### src/hdl/tgd_pkg.sv
// Shared types, codes and the electrode classifier for the touch gesture block.
// No dependencies; every other file imports this package.
`default_nettype none

package tgd_pkg;

	localparam int TOUCH_W = 12;
	localparam int POLLS_W = 8;
	localparam int GESTURE_W = 2;
	localparam int COMBO_W = 3;

	localparam logic [POLLS_W-1:0] STABLE_POLLS_RESET = 8'd3;

	localparam int ELECTRODE_A = 0;
	localparam int ELECTRODE_B = 2;
	localparam int ELECTRODE_C = 4;

	typedef logic [COMBO_W-1:0] combo_t;
	typedef logic [GESTURE_W-1:0] gesture_t;

	localparam combo_t COMBO_NONE  = 3'd0;
	localparam combo_t COMBO_AB    = 3'd1;
	localparam combo_t COMBO_BC    = 3'd2;
	localparam combo_t COMBO_ALL   = 3'd3;
	localparam combo_t COMBO_OTHER = 3'd4;

	localparam gesture_t GEST_NONE   = 2'd0;
	localparam gesture_t GEST_TOGGLE = 2'd1;
	localparam gesture_t GEST_UP     = 2'd2;
	localparam gesture_t GEST_DOWN   = 2'd3;

	// Debounce status handed from the stability tracker to the phase machine.
	typedef struct packed {
		combo_t combo;
		logic   settled;
	} debounce_t;

	function automatic combo_t combo_of(input logic [TOUCH_W-1:0] bits);
		logic a;
		logic b;
		logic c;
		combo_t r;
		a = bits[ELECTRODE_A];
		b = bits[ELECTRODE_B];
		c = bits[ELECTRODE_C];
		if (a && b && c) begin
			r = COMBO_ALL;
		end else if (a && b) begin
			r = COMBO_AB;
		end else if (b && c) begin
			r = COMBO_BC;
		end else if (!a && !b && !c) begin
			r = COMBO_NONE;
		end else begin
			r = COMBO_OTHER;
		end
		return r;
	endfunction

endpackage

`default_nettype wire

### src/hdl/tgd_ifs.sv
// Valid/ready channel interfaces for polls in and gestures out.
// Depends on tgd_pkg for the payload widths.
`default_nettype none

interface tgd_poll_if import tgd_pkg::*; ();
	logic               valid;
	logic               ready;
	logic [TOUCH_W-1:0] touched_bits;

	modport source (output valid, output touched_bits, input ready);
	modport sink   (input valid, input touched_bits, output ready);
endinterface

interface tgd_result_if import tgd_pkg::*; ();
	logic     valid;
	logic     ready;
	gesture_t gesture;

	modport source (output valid, output gesture, input ready);
	modport sink   (input valid, input gesture, output ready);
endinterface

`default_nettype wire

### src/hdl/tgd_debounce.sv
// Stability tracker: last combination and saturating repeat count.
// Depends on tgd_pkg.
`default_nettype none

module tgd_debounce import tgd_pkg::*; (
	input  wire logic               clk,
	input  wire logic               arst_n,
	input  wire logic               advance,
	input  wire combo_t             combo,
	input  wire logic [POLLS_W-1:0] stable_polls,
	output debounce_t               status
);

	combo_t             prev_combo_q;
	logic [POLLS_W-1:0] count_q;
	logic [POLLS_W-1:0] count_next;

	always_comb begin
		if (combo == prev_combo_q) begin
			// saturate at the threshold; threshold fits in the count, so no wrap
			count_next = (count_q < stable_polls) ? count_q + 1'b1 : count_q;
		end else begin
			count_next = POLLS_W'(1);
		end
	end

	assign status.combo   = combo;
	assign status.settled = (count_next >= stable_polls);

	always_ff @(posedge clk or negedge arst_n) begin
		if (!arst_n) begin
			prev_combo_q <= COMBO_NONE;
			count_q      <= '0;
		end else if (advance) begin
			prev_combo_q <= combo;
			count_q      <= count_next;
		end
	end

endmodule

`default_nettype wire

### src/hdl/tgd_phase_fsm.sv
// Gesture phase machine: idle, ramping up, ramping down, draining.
// Depends on tgd_pkg.
`default_nettype none

module tgd_phase_fsm import tgd_pkg::*; (
	input  wire logic      clk,
	input  wire logic      arst_n,
	input  wire logic      advance,
	input  wire debounce_t status,
	output gesture_t       gesture
);

	localparam logic [1:0] PH_IDLE  = 2'd0;
	localparam logic [1:0] PH_UP    = 2'd1;
	localparam logic [1:0] PH_DOWN  = 2'd2;
	localparam logic [1:0] PH_DRAIN = 2'd3;

	logic [1:0] phase_q;
	logic [1:0] phase_next;

	always_comb begin
		phase_next = phase_q;
		gesture    = GEST_NONE;
		unique case (phase_q)
			PH_IDLE: begin
				if (status.settled) begin
					if (status.combo == COMBO_ALL) begin
						phase_next = PH_DRAIN;
						gesture    = GEST_TOGGLE;
					end else if (status.combo == COMBO_AB) begin
						phase_next = PH_UP;
						gesture    = GEST_UP;
					end else if (status.combo == COMBO_BC) begin
						phase_next = PH_DOWN;
						gesture    = GEST_DOWN;
					end
				end
			end
			PH_UP: begin
				if (status.combo == COMBO_AB) begin
					gesture = GEST_UP;
				end else begin
					phase_next = PH_DRAIN;
				end
			end
			PH_DOWN: begin
				if (status.combo == COMBO_BC) begin
					gesture = GEST_DOWN;
				end else begin
					phase_next = PH_DRAIN;
				end
			end
			PH_DRAIN: begin
				if (status.combo == COMBO_NONE && status.settled) begin
					phase_next = PH_IDLE;
				end
			end
			default: begin
				phase_next = PH_IDLE;
			end
		endcase
	end

	always_ff @(posedge clk or negedge arst_n) begin
		if (!arst_n) begin
			phase_q <= PH_IDLE;
		end else if (advance) begin
			phase_q <= phase_next;
		end
	end

endmodule

`default_nettype wire

### src/hdl/touch_gesture_debounce_fsm.sv
// Top level of the touch gesture debouncer: poll register, tracker, phase machine.
// Depends on tgd_pkg, tgd_ifs, tgd_debounce and tgd_phase_fsm.
//
// Usage:
//   poll   - sink channel; each word is one 12-bit electrode bitmap (A, B, C on
//            bits 0, 2, 4, other bits ignored).
//   result - source channel; exactly one 2-bit gesture word per poll word, in order.
//   cfg_we / cfg_wdata - write stable_polls; write only while no poll is in flight.
// Path: the poll word is held in the poll register, and its gesture word is then
//   registered in the result register and presented on result.
// Throughput: one poll per cycle while result is not stalled; the poll and result
//   registers form a two-stage pipeline with a single debounce/phase pass between them.
// Stall: when result is not taken, the result register holds, the poll register
//   holds its word, and poll.ready drops only once both stages are full.
// Reset: stable_polls returns to 3, last combination to none, count to zero,
//   phase to idle, both pipeline stages empty.
`default_nettype none

module touch_gesture_debounce_fsm import tgd_pkg::*; (
	input  wire logic               clk,
	input  wire logic               arst_n,
	tgd_poll_if.sink                poll,
	tgd_result_if.source            result,
	input  wire logic               cfg_we,
	input  wire logic [POLLS_W-1:0] cfg_wdata
);

	logic [POLLS_W-1:0] stable_polls_q;

	logic      valid_s1;
	combo_t    combo_s1;
	logic      valid_s2;
	gesture_t  gesture_s2;

	logic      advance;
	logic      fire_s1;
	debounce_t status;
	gesture_t  gesture_next;

	// Advance the pipeline whenever the result register is empty or being drained.
	assign advance    = !valid_s2 || result.ready;
	assign poll.ready = !valid_s1 || advance;
	assign fire_s1    = valid_s1 && advance;

	always_ff @(posedge clk or negedge arst_n) begin
		if (!arst_n) begin
			stable_polls_q <= STABLE_POLLS_RESET;
		end else if (cfg_we) begin
			stable_polls_q <= cfg_wdata;
		end
	end

	// Stage 1: classify on entry, hold the combination.
	always_ff @(posedge clk or negedge arst_n) begin
		if (!arst_n) begin
			valid_s1 <= 1'b0;
		end else if (poll.ready) begin
			valid_s1 <= poll.valid;
		end
	end

	always_ff @(posedge clk) begin
		if (poll.valid && poll.ready) begin
			combo_s1 <= combo_of(poll.touched_bits);
		end
	end

	// State updates only when the stage-1 word moves into the result register.
	tgd_debounce u_debounce (
		.clk          (clk),
		.arst_n       (arst_n),
		.advance      (fire_s1),
		.combo        (combo_s1),
		.stable_polls (stable_polls_q),
		.status       (status)
	);

	tgd_phase_fsm u_phase (
		.clk     (clk),
		.arst_n  (arst_n),
		.advance (fire_s1),
		.status  (status),
		.gesture (gesture_next)
	);

	// Stage 2: result register.
	always_ff @(posedge clk or negedge arst_n) begin
		if (!arst_n) begin
			valid_s2 <= 1'b0;
		end else if (advance) begin
			valid_s2 <= valid_s1;
		end
	end

	always_ff @(posedge clk) begin
		if (fire_s1) begin
			gesture_s2 <= gesture_next;
		end
	end

	assign result.valid   = valid_s2;
	assign result.gesture = gesture_s2;

endmodule

`default_nettype wire

### src/flat_wrapper.sv
// flat-port wrapper written by rule: the top's interface ports become plain ports
module touch_gesture_debounce_fsm_flat import tgd_pkg::*;
  (clk, arst_n, cfg_we, cfg_wdata, poll_valid, poll_touched_bits, poll_ready, result_valid, result_gesture, result_ready);
  tgd_poll_if poll_i ();
  tgd_result_if result_i ();
  input  wire logic clk;
  input  wire logic arst_n;
  input  wire logic cfg_we;
  input  wire logic [POLLS_W-1:0] cfg_wdata;
  input wire logic [$bits(poll_i.valid)-1:0] poll_valid;
  input wire logic [$bits(poll_i.touched_bits)-1:0] poll_touched_bits;
  output wire logic [$bits(poll_i.ready)-1:0] poll_ready;
  output wire logic [$bits(result_i.valid)-1:0] result_valid;
  output wire logic [$bits(result_i.gesture)-1:0] result_gesture;
  input wire logic [$bits(result_i.ready)-1:0] result_ready;
  assign poll_i.valid = poll_valid;
  assign poll_i.touched_bits = poll_touched_bits;
  assign poll_ready = poll_i.ready;
  assign result_valid = result_i.valid;
  assign result_gesture = result_i.gesture;
  assign result_i.ready = result_ready;
  touch_gesture_debounce_fsm u_core (.clk(clk), .arst_n(arst_n), .poll(poll_i), .result(result_i), .cfg_we(cfg_we), .cfg_wdata(cfg_wdata));
endmodule
### config.mk
export PLATFORM = sky130hd
export DESIGN_NAME = touch_gesture_debounce_fsm_flat
export DESIGN_NICKNAME = d
export VERILOG_FILES = /design/src/hdl/tgd_pkg.sv /design/src/hdl/tgd_ifs.sv /design/src/hdl/tgd_debounce.sv /design/src/hdl/tgd_phase_fsm.sv /design/src/hdl/touch_gesture_debounce_fsm.sv /design/src/flat_wrapper.sv
export SDC_FILE = /design/constraint.sdc
export NUM_CORES = 1
export LEC_CHECK = 0
export BUFFER_PORTS_ARGS = -buffer_cell sky130_fd_sc_hd__buf_4
export CAP_MARGIN = 20
export CORE_AREA = 2 2 61 63
export CTS_CLUSTER_SIZE = 25
export DETAILED_ROUTE_END_ITERATION = 8
export DIE_AREA = 0 0 63 65
export PLACE_DENSITY_LB_ADDON = 0.15
export SYNTH_ARGS = -nofsm -noshare
export SYNTH_HDL_FRONTEND = slang
export SYNTH_SLANG_ARGS = --single-unit
### constraint.sdc
create_clock -name clk -period 3.8 [get_ports clk]
set_clock_uncertainty 0.15 [all_clocks]
set_input_delay 0.76 -clock clk [delete_from_list [all_inputs] [get_ports clk]]
set_output_delay 0.76 -clock clk [all_outputs]
set_load 0.05 [all_outputs]
==> results of run 1 <==
## worst reg2reg max path, cell delays in order, from the launching register on
cell and delay [ns]:
dfrtp_1 0.49, ha_1 0.25, a211oi_2 0.27, o21bai_1 0.15, a2111o_1 0.44, or3_2 0.42
a21oi_1 0.18, ha_1 0.19, and4_1 0.22, o21ai_0 0.10, o221ai_2 0.27, buf_4 0.17
a21oi_1 0.05, a21o_1 0.16
## cell usage after synthesis (all sizes together) (2+ instances only)
cell type  count
nand2         23
edfxtp         5
nand3          8
nand4          2
a21oi         15
o31ai          2
dfrtp         21
a21o           2
a22o           2
inv           13
ha            21
nor2          10
mux2           4
clkbuf         5
a31oi          2
or4            5
nor3           3
a211oi         3
nand2b         4
dfstp          2
and3           2
xnor2          6
o21ai         19
nor2b          5
o211ai         5
and2           4
or3            5
## sequential cells by signal (all words and copies together), names as in the netlist
register                        cells
u_core.valid_s1                     1
u_core.stable_polls_q               8
u_core.result.valid                 1
u_core.result.gesture               2
u_core.u_debounce.count_q           8
u_core.u_phase.phase_q              2
u_core.u_debounce.prev_combo_q      3
u_core.combo_s1                     3
## what timing repair did
action                     in CTS  in global routing
resized for setup               0                  2
setup endpoints to repair       0                  4
setup buffers                   0                  1
## kinds of logic after synthesis
| logic type | after synthesis |
|---|---|
| buffers and inverters | 18 |
| AO/OA/AOI/OAI | 56 |
| AND/OR/NAND/NOR | 76 |
| adder cells (fa/ha/maj) | 21 |
| multiplexers | 4 |
| XOR/XNOR | 7 |
| flip-flops | 28 |
## metal layers
metal	share of wire [%]	track usage, %	vias to the layer above
li1	-	-	811
met1	42	24.31	752
met2	52	38.96	34
met3	2.6	3.125	10
met4	2.4	10.56	0
met5	0	0	-
## how the worst max path moves through the flow
| stage | from | end | slack, ns |
|---|---|---|---|
| floorplan | u_core.u_debounce.count_q[5] | u_core.result.gesture[0] | 0.39 |
| global placement | u_core.u_debounce.count_q[6] | u_core.result.gesture[1] | 0.21 |
| detailed placement | u_core.u_debounce.count_q[5] | u_core.result.gesture[1] | 0.1 |
| CTS | u_core.u_debounce.count_q[5] | u_core.result.gesture[1] | 0.01 |
| global route | u_core.u_debounce.count_q[2] | u_core.u_phase.phase_q[1] | 0.0005 |
| finish | u_core.u_debounce.count_q[4] | u_core.u_phase.phase_q[1] | 0.21 |
## where the power goes
part           internal (mW)  switching [mW]  total, mW  leakage, nW
sequential             0.345          0.0333      0.378        0.329
combinational          0.137           0.184      0.321        0.639
clock                  0.107          0.0934      0.200       0.0279
total                  0.588           0.311      0.899        0.996
## layout make-up
class / count / area [um^2]
Multi-Input combinational cell: 164 / 1127
Inverter: 13 / 48.80
Fill cell: 306 / 1297
Clock inverter: 1 / 30.03
Clock buffer: 3 / 22.52
Tap cell: 48 / 60.06
Timing Repair Buffer: 24 / 180.2
Sequential cell: 28 / 729.5
## stage by stage
stage | hold slack (ns) | setup slack (ns)
final | 0.1371 | 0.2060
after CTS | 0.1385 | 0.01217
after global placement | 0.3394 | 0.2063
after floorplan | 0.3144 | 0.3874
after detailed placement | 0.3757 | 0.09774
after global routing | 0.1307 | 0.0004690
==> key figures, run 1 <==
Status
  • Status: finished clean

Die
  • IO Pins: 29
  • DIE WIDTH: 63 um
  • Starting Density: 54.83%
  • Die Area: 4095 um^2
  • Core Area: 3496 um^2
  • Row Count: 22
  • Die height: 65 um

Logic synthesis
  • Post-synthesis simple-gate area fraction: 20.95%
  • Synth area leaders: dfrtp_1 (27%), ha_1 (14%), edfxtp_1 (7.8%)
  • Synth warnings: 0
  • Most used DFF post-synth: dfrtp_1
  • Seq/Total Area, Yosys: 37.99%
  • Post-synthesis mux area share: 2.350%
  • Post-Syn Instances: 210
  • Synth area leader: dfrtp_1
  • Compound-Gate Fraction of Synth Area: 18.28%
  • Post-synth ARST share: 82.14%
  • Largest family of logic cells by synthesized area: simple AND/OR/NAND/NOR gates
  • Adder-cell share of the synthesized area: 13.71%
  • Top-area cell type share of the netlist area: 27.42%
  • Mean post-synth cell area: 9.128 um^2
  • Mapped cell area: 1917 um^2
  • Post-Synth XOR/XNOR Area: 3.198%
  • Count of unique library cells instantiated by Yosys: 43
  • EDFF count, synth: 5
  • Post-Syn Nets: 256
  • Register bit total from synthesis: 28

Place
  • Post-DP Area: 2131 um^2
  • PortBufs: 19
  • RePlAce Congestion: 0.8243
  • Dpl hpwl: 3052 um
  • Placed Instances: 276

Routing
  • Post-detailed-route count of antenna-violating nets: 0
  • Final Routed Wirelength: 4092 um
  • Vias per cell: 5.719
  • DRT iter0 DRCs: 38
  • DR pass1 iterations: 4
  • DRC viols: 0
  • DR WL/cell: 14.56 um
  • Vias: 1,607

Critical path
  • Max FO, Critical Path: 8
  • Critical path required time: 3.90 ns
  • Crit-path cells: ha_1 > a211oi_2 > o21bai_1 > a2111o_1 > or3_2 > a21oi_1 > ha_1 > and4_1 > o21ai_0 > o221ai_2 > buf_4 > a21oi_1 > a21o_1
  • Crit. End Element: flop
  • Worst EP arrival: 3.70 ns
  • CP Class: reg2reg
  • Max stage delay on crit path: 0.49 ns
  • Number of cells on the critical path: 13
  • Launch point of the worst reg-to-reg path: u_core.u_debounce.count_q[4]
  • CP max-delay cell: dfrtp_1
  • Reg2reg end: u_core.u_phase.phase_q[1]
  • Flop-to-flop setup slack: 0.21 ns
  • Critical path's top delay family: compound AO/OA/AOI/OAI gates
  • Crit path buf inv count: 1
  • Worst-case reg-to-reg path depth: 13
  • Crit start category: flop

Layout
  • Antenna cells: 0
  • Final std cells w/o fill: 281
  • Most common cell after layout, fill and taps aside: buf_4
  • Final nets: 280
  • Core Util, Final: 62.88%
  • Design Area, Final: 2198 um^2
  • Most frequent cells in the layout: buf_4 (24), nand2_1 (23), ha_1 (21)
  • Synthesis-to-finish area growth: 14.69%
  • Share of post-route cells with drive strength above 1: 16.74%

Clock network
  • Clock slew at reported path FFs: 0.16 ns
  • CTS Buffer Depth: 2
  • Clock sink count: 28
  • Worst skew pair latency: 0.34 ns
  • # hold bufs at CTS: 0
  • Clock Tree Root: clkbuf_4
  • H-Tree Depth: 1
  • CTS tree: yes
  • CTS buffer count: 3

Timing
  • Hold Fails Final Rpt: 0
  • Final period utilization: 94.58%
  • Final setup TNS: 0 ns
  • RSZ-0062 raised after global routing: no
  • Max Freq: 0.2782 GHz
  • Worst-margin pin slew: 0.3886 ns
  • Setup violators final: 0
  • Min cycle time layout: 3.594 ns
  • Pins Over Slew Limit: 0
  • Max-slew headroom: 74.02%

Global route
  • Vias in the first global route: 1,566
  • Total congestion overflow: 0
  • Initial antenna violation count: 0
  • Largest net degree at the start of global routing: 24
  • Gr usage total: 21.35%
  • First-pass GRT wire length: 6858 um

Pwr
  • Power per standard cell area: 408.9 nW/um^2
  • Leak pwr: 0.9964 nW
  • Overall Power: 0.8989 mW
  • Maximum VDD drop: 0.2334 mV

Worst hold path
  • Hold WC Path Type: in2async

Job
  • Max cap viols: 0
(Power assumes the default switching activity.)
==> inputs of run 2 (changes only) <==
CELL_PAD_IN_SITES_DETAIL_PLACEMENT = 0   (was unset)
CELL_PAD_IN_SITES_GLOBAL_PLACEMENT = 1   (was unset)
CORE_AREA = 2 2 70 72   (was 2 2 61 63)
CTS_CLUSTER_SIZE = 8   (was 25)
DIE_AREA = 0 0 72 74   (was 0 0 63 65)
==> key figures, run 2 (synthesized netlist as in run 1, its figures left out) <==
Status
  • Status: finished clean

Timing
  • Min cycle time layout: 3.609 ns
  • Max Freq: 0.2770 GHz
  • Worst-margin pin slew: 0.3871 ns
  • Pins Over Slew Limit: 0
  • RSZ-0062 raised after global routing: no
  • Setup violators final: 0
  • Max-slew headroom: 74.12%
  • Final period utilization: 94.99%
  • Hold WS: 0.2074 ns
  • Hold Fails Final Rpt: 0
  • Final setup TNS: 0 ns

Pwr
  • Maximum VDD drop: 0.2621 mV
  • Power per standard cell area: 396.0 nW/um^2
  • Leak pwr: 0.9862 nW

Worst hold path
  • Hold WC Path Type: in2async

Layout
  • Synthesis-to-finish area growth: 14.30%
  • Area of the multi-input gates: 1127 um^2
  • Share of post-route cells with drive strength above 1: 15.95%
  • Filler Cell Count: 450
  • Final nets: 279
  • Most frequent cells in the layout: nand2_1 (23), buf_4 (23), ha_1 (21)
  • Antenna cells: 0
  • Sequential cell area: 729.5 um^2
  • Top Registers: u_core.stable_polls_q: 8 flops, u_core.u_debounce.count_q: 8 flops

Global route
  • Total congestion overflow: 0
  • Vias in the first global route: 1,558
  • Largest net degree at the start of global routing: 24
  • Initial antenna violation count: 0
  • Gr usage total: 17.76%
  • First-pass GRT wire length: 7272 um

Critical path
  • Crit start category: flop
  • Critical path's top delay family: compound AO/OA/AOI/OAI gates
  • CP most frequent cell: ha_1
  • Crit-path cells: ha_1 > a211oi_2 > o21bai_1 > a2111o_1 > or3_2 > a21oi_1 > ha_1 > and4_1 > o21ai_0 > o221ai_2 > nand3_1 > a31oi_1
  • Max FO, Critical Path: 5
  • CP Class: reg2reg
  • Worst EP arrival: 3.58 ns
  • Crit path buf inv count: 0
  • CP max-delay cell: dfrtp_2
  • Crit. End Element: flop
  • Worst-case reg-to-reg path depth: 12
  • Max stage delay on crit path: 0.45 ns
  • Number of cells on the critical path: 12
  • Critical path required time: 3.77 ns

Die
  • Core Area: 4598 um^2
  • DIE WIDTH: 72 um
  • IO Pins: 29
  • Die Area: 5328 um^2
  • Die height: 74 um
  • Row Count: 25
  • Starting Density: 41.69%

Clock network
  • CTS Buffer Depth: 2
  • # hold bufs at CTS: 0
  • CTS buffer count: 3
  • Clock sink count: 28
  • CTS tree: yes
  • H-Tree Depth: 1
  • Clock Tree Root: clkbuf_8
  • Clock slew at reported path FFs: 0.10 ns
  • Worst skew pair latency: 0.28 ns

Routing
  • Final Routed Wirelength: 4327 um
  • DRT iter0 DRCs: 86
  • DR pass1 iterations: 4
  • Vias per cell: 5.570
  • Vias: 1,593
  • DRC viols: 0
  • DR WL/cell: 15.13 um
  • Post-detailed-route count of antenna-violating nets: 0

Job
  • Max cap viols: 0

Place
  • PortBufs: 19
  • Dpl hpwl: 3363 um
  • RePlAce Congestion: 0.8353
[run 2: changes by cell type in the layout (fill, tap and decap cells not counted)]
cell / previous run / this run
buf_4: 24 / 23
bufinv_16: 1 / 0
clkbuf_4: 3 / 0
clkbuf_8: 0 / 3
clkinv_1: 0 / 1
o21ai_0: 18 / 17
o21ai_1: 1 / 2
[run 2: final timing paths]
check / from / end / slack (ns)
setup / recovery: u_core.u_debounce.count_q[5] / u_core.result.gesture[1] / 0.19
hold / removal: arst_n / u_core.u_debounce.count_q[1] / 0.21
setup reg to reg: u_core.u_debounce.count_q[5] / u_core.result.gesture[1] / 0.19
hold reg to reg: u_core.u_debounce.prev_combo_q[1] / u_core.u_debounce.prev_combo_q[1] / 0.37
max in group asynchronous: arst_n / u_core.stable_polls_q[1] / 2.99
min in group clk: u_core.u_debounce.prev_combo_q[1] / u_core.u_debounce.prev_combo_q[1] / 0.37
[run 2: report_power, final]
group | switching [mW] | total (mW) | internal [mW]
Combinational | 0.186 | 0.320 | 0.135
Clock | 0.0960 | 0.169 | 0.0728
Sequential | 0.0335 | 0.378 | 0.345
Total | 0.315 | 0.867 | 0.552
[run 2: layer usage]
metal	vias to the layer above	wire [um]	track usage (%)
li1	808	-	-
met1	748	1811	20.42
met2	30	2350	33.64
met3	7	93	2.575
met4	0	72	6.289
met5	-	0	0
[run 2: worst reg2reg max path, stage by stage, from the launching register on]
cell and delay, ns:
dfrtp_2 0.45, ha_1 0.34, a211oi_2 0.26, o21bai_1 0.14, a2111o_1 0.42, or3_2 0.43
a21oi_1 0.16, ha_1 0.17, and4_1 0.19, o21ai_0 0.09, o221ai_2 0.31, nand3_1 0.15
a31oi_1 0.19
[run 2: through the flow]
stage,std cells,cell area (um^2),util [%],setup WS [ns],power (mW)
6_report,286,2191,47.65,0.1905,0.8675
5_1_grt,286,2191,47.65,0.0006164,0.9277
2_1_floorplan,210,1917,-,0.3874,0.6103
3_5_place_dp,281,2131,46.34,0.06459,0.7031
4_1_cts,285,2176,47.32,0.01310,0.8730
3_3_place_gp,281,2131,46.34,0.1281,0.6851
[run 2: what timing repair did]
action,4_1_cts,5_1_grt
gates resized for setup,0,3
setup buffers,0,1
endpoints found under the setup margin,0,4
[run 2: layout make-up]
| type | instances | share of cell area [%] |
|---|---|---|
| flip-flops and latches | 28 | 33.30 |
| well taps | 54 | 3.084 |
| inverters | 13 | 2.227 |
| multi-input cells | 164 | 51.46 |
| repair buffers | 23 | 7.881 |
| clock buffers | 3 | 1.885 |
| clock inverters | 1 | 0.1713 |
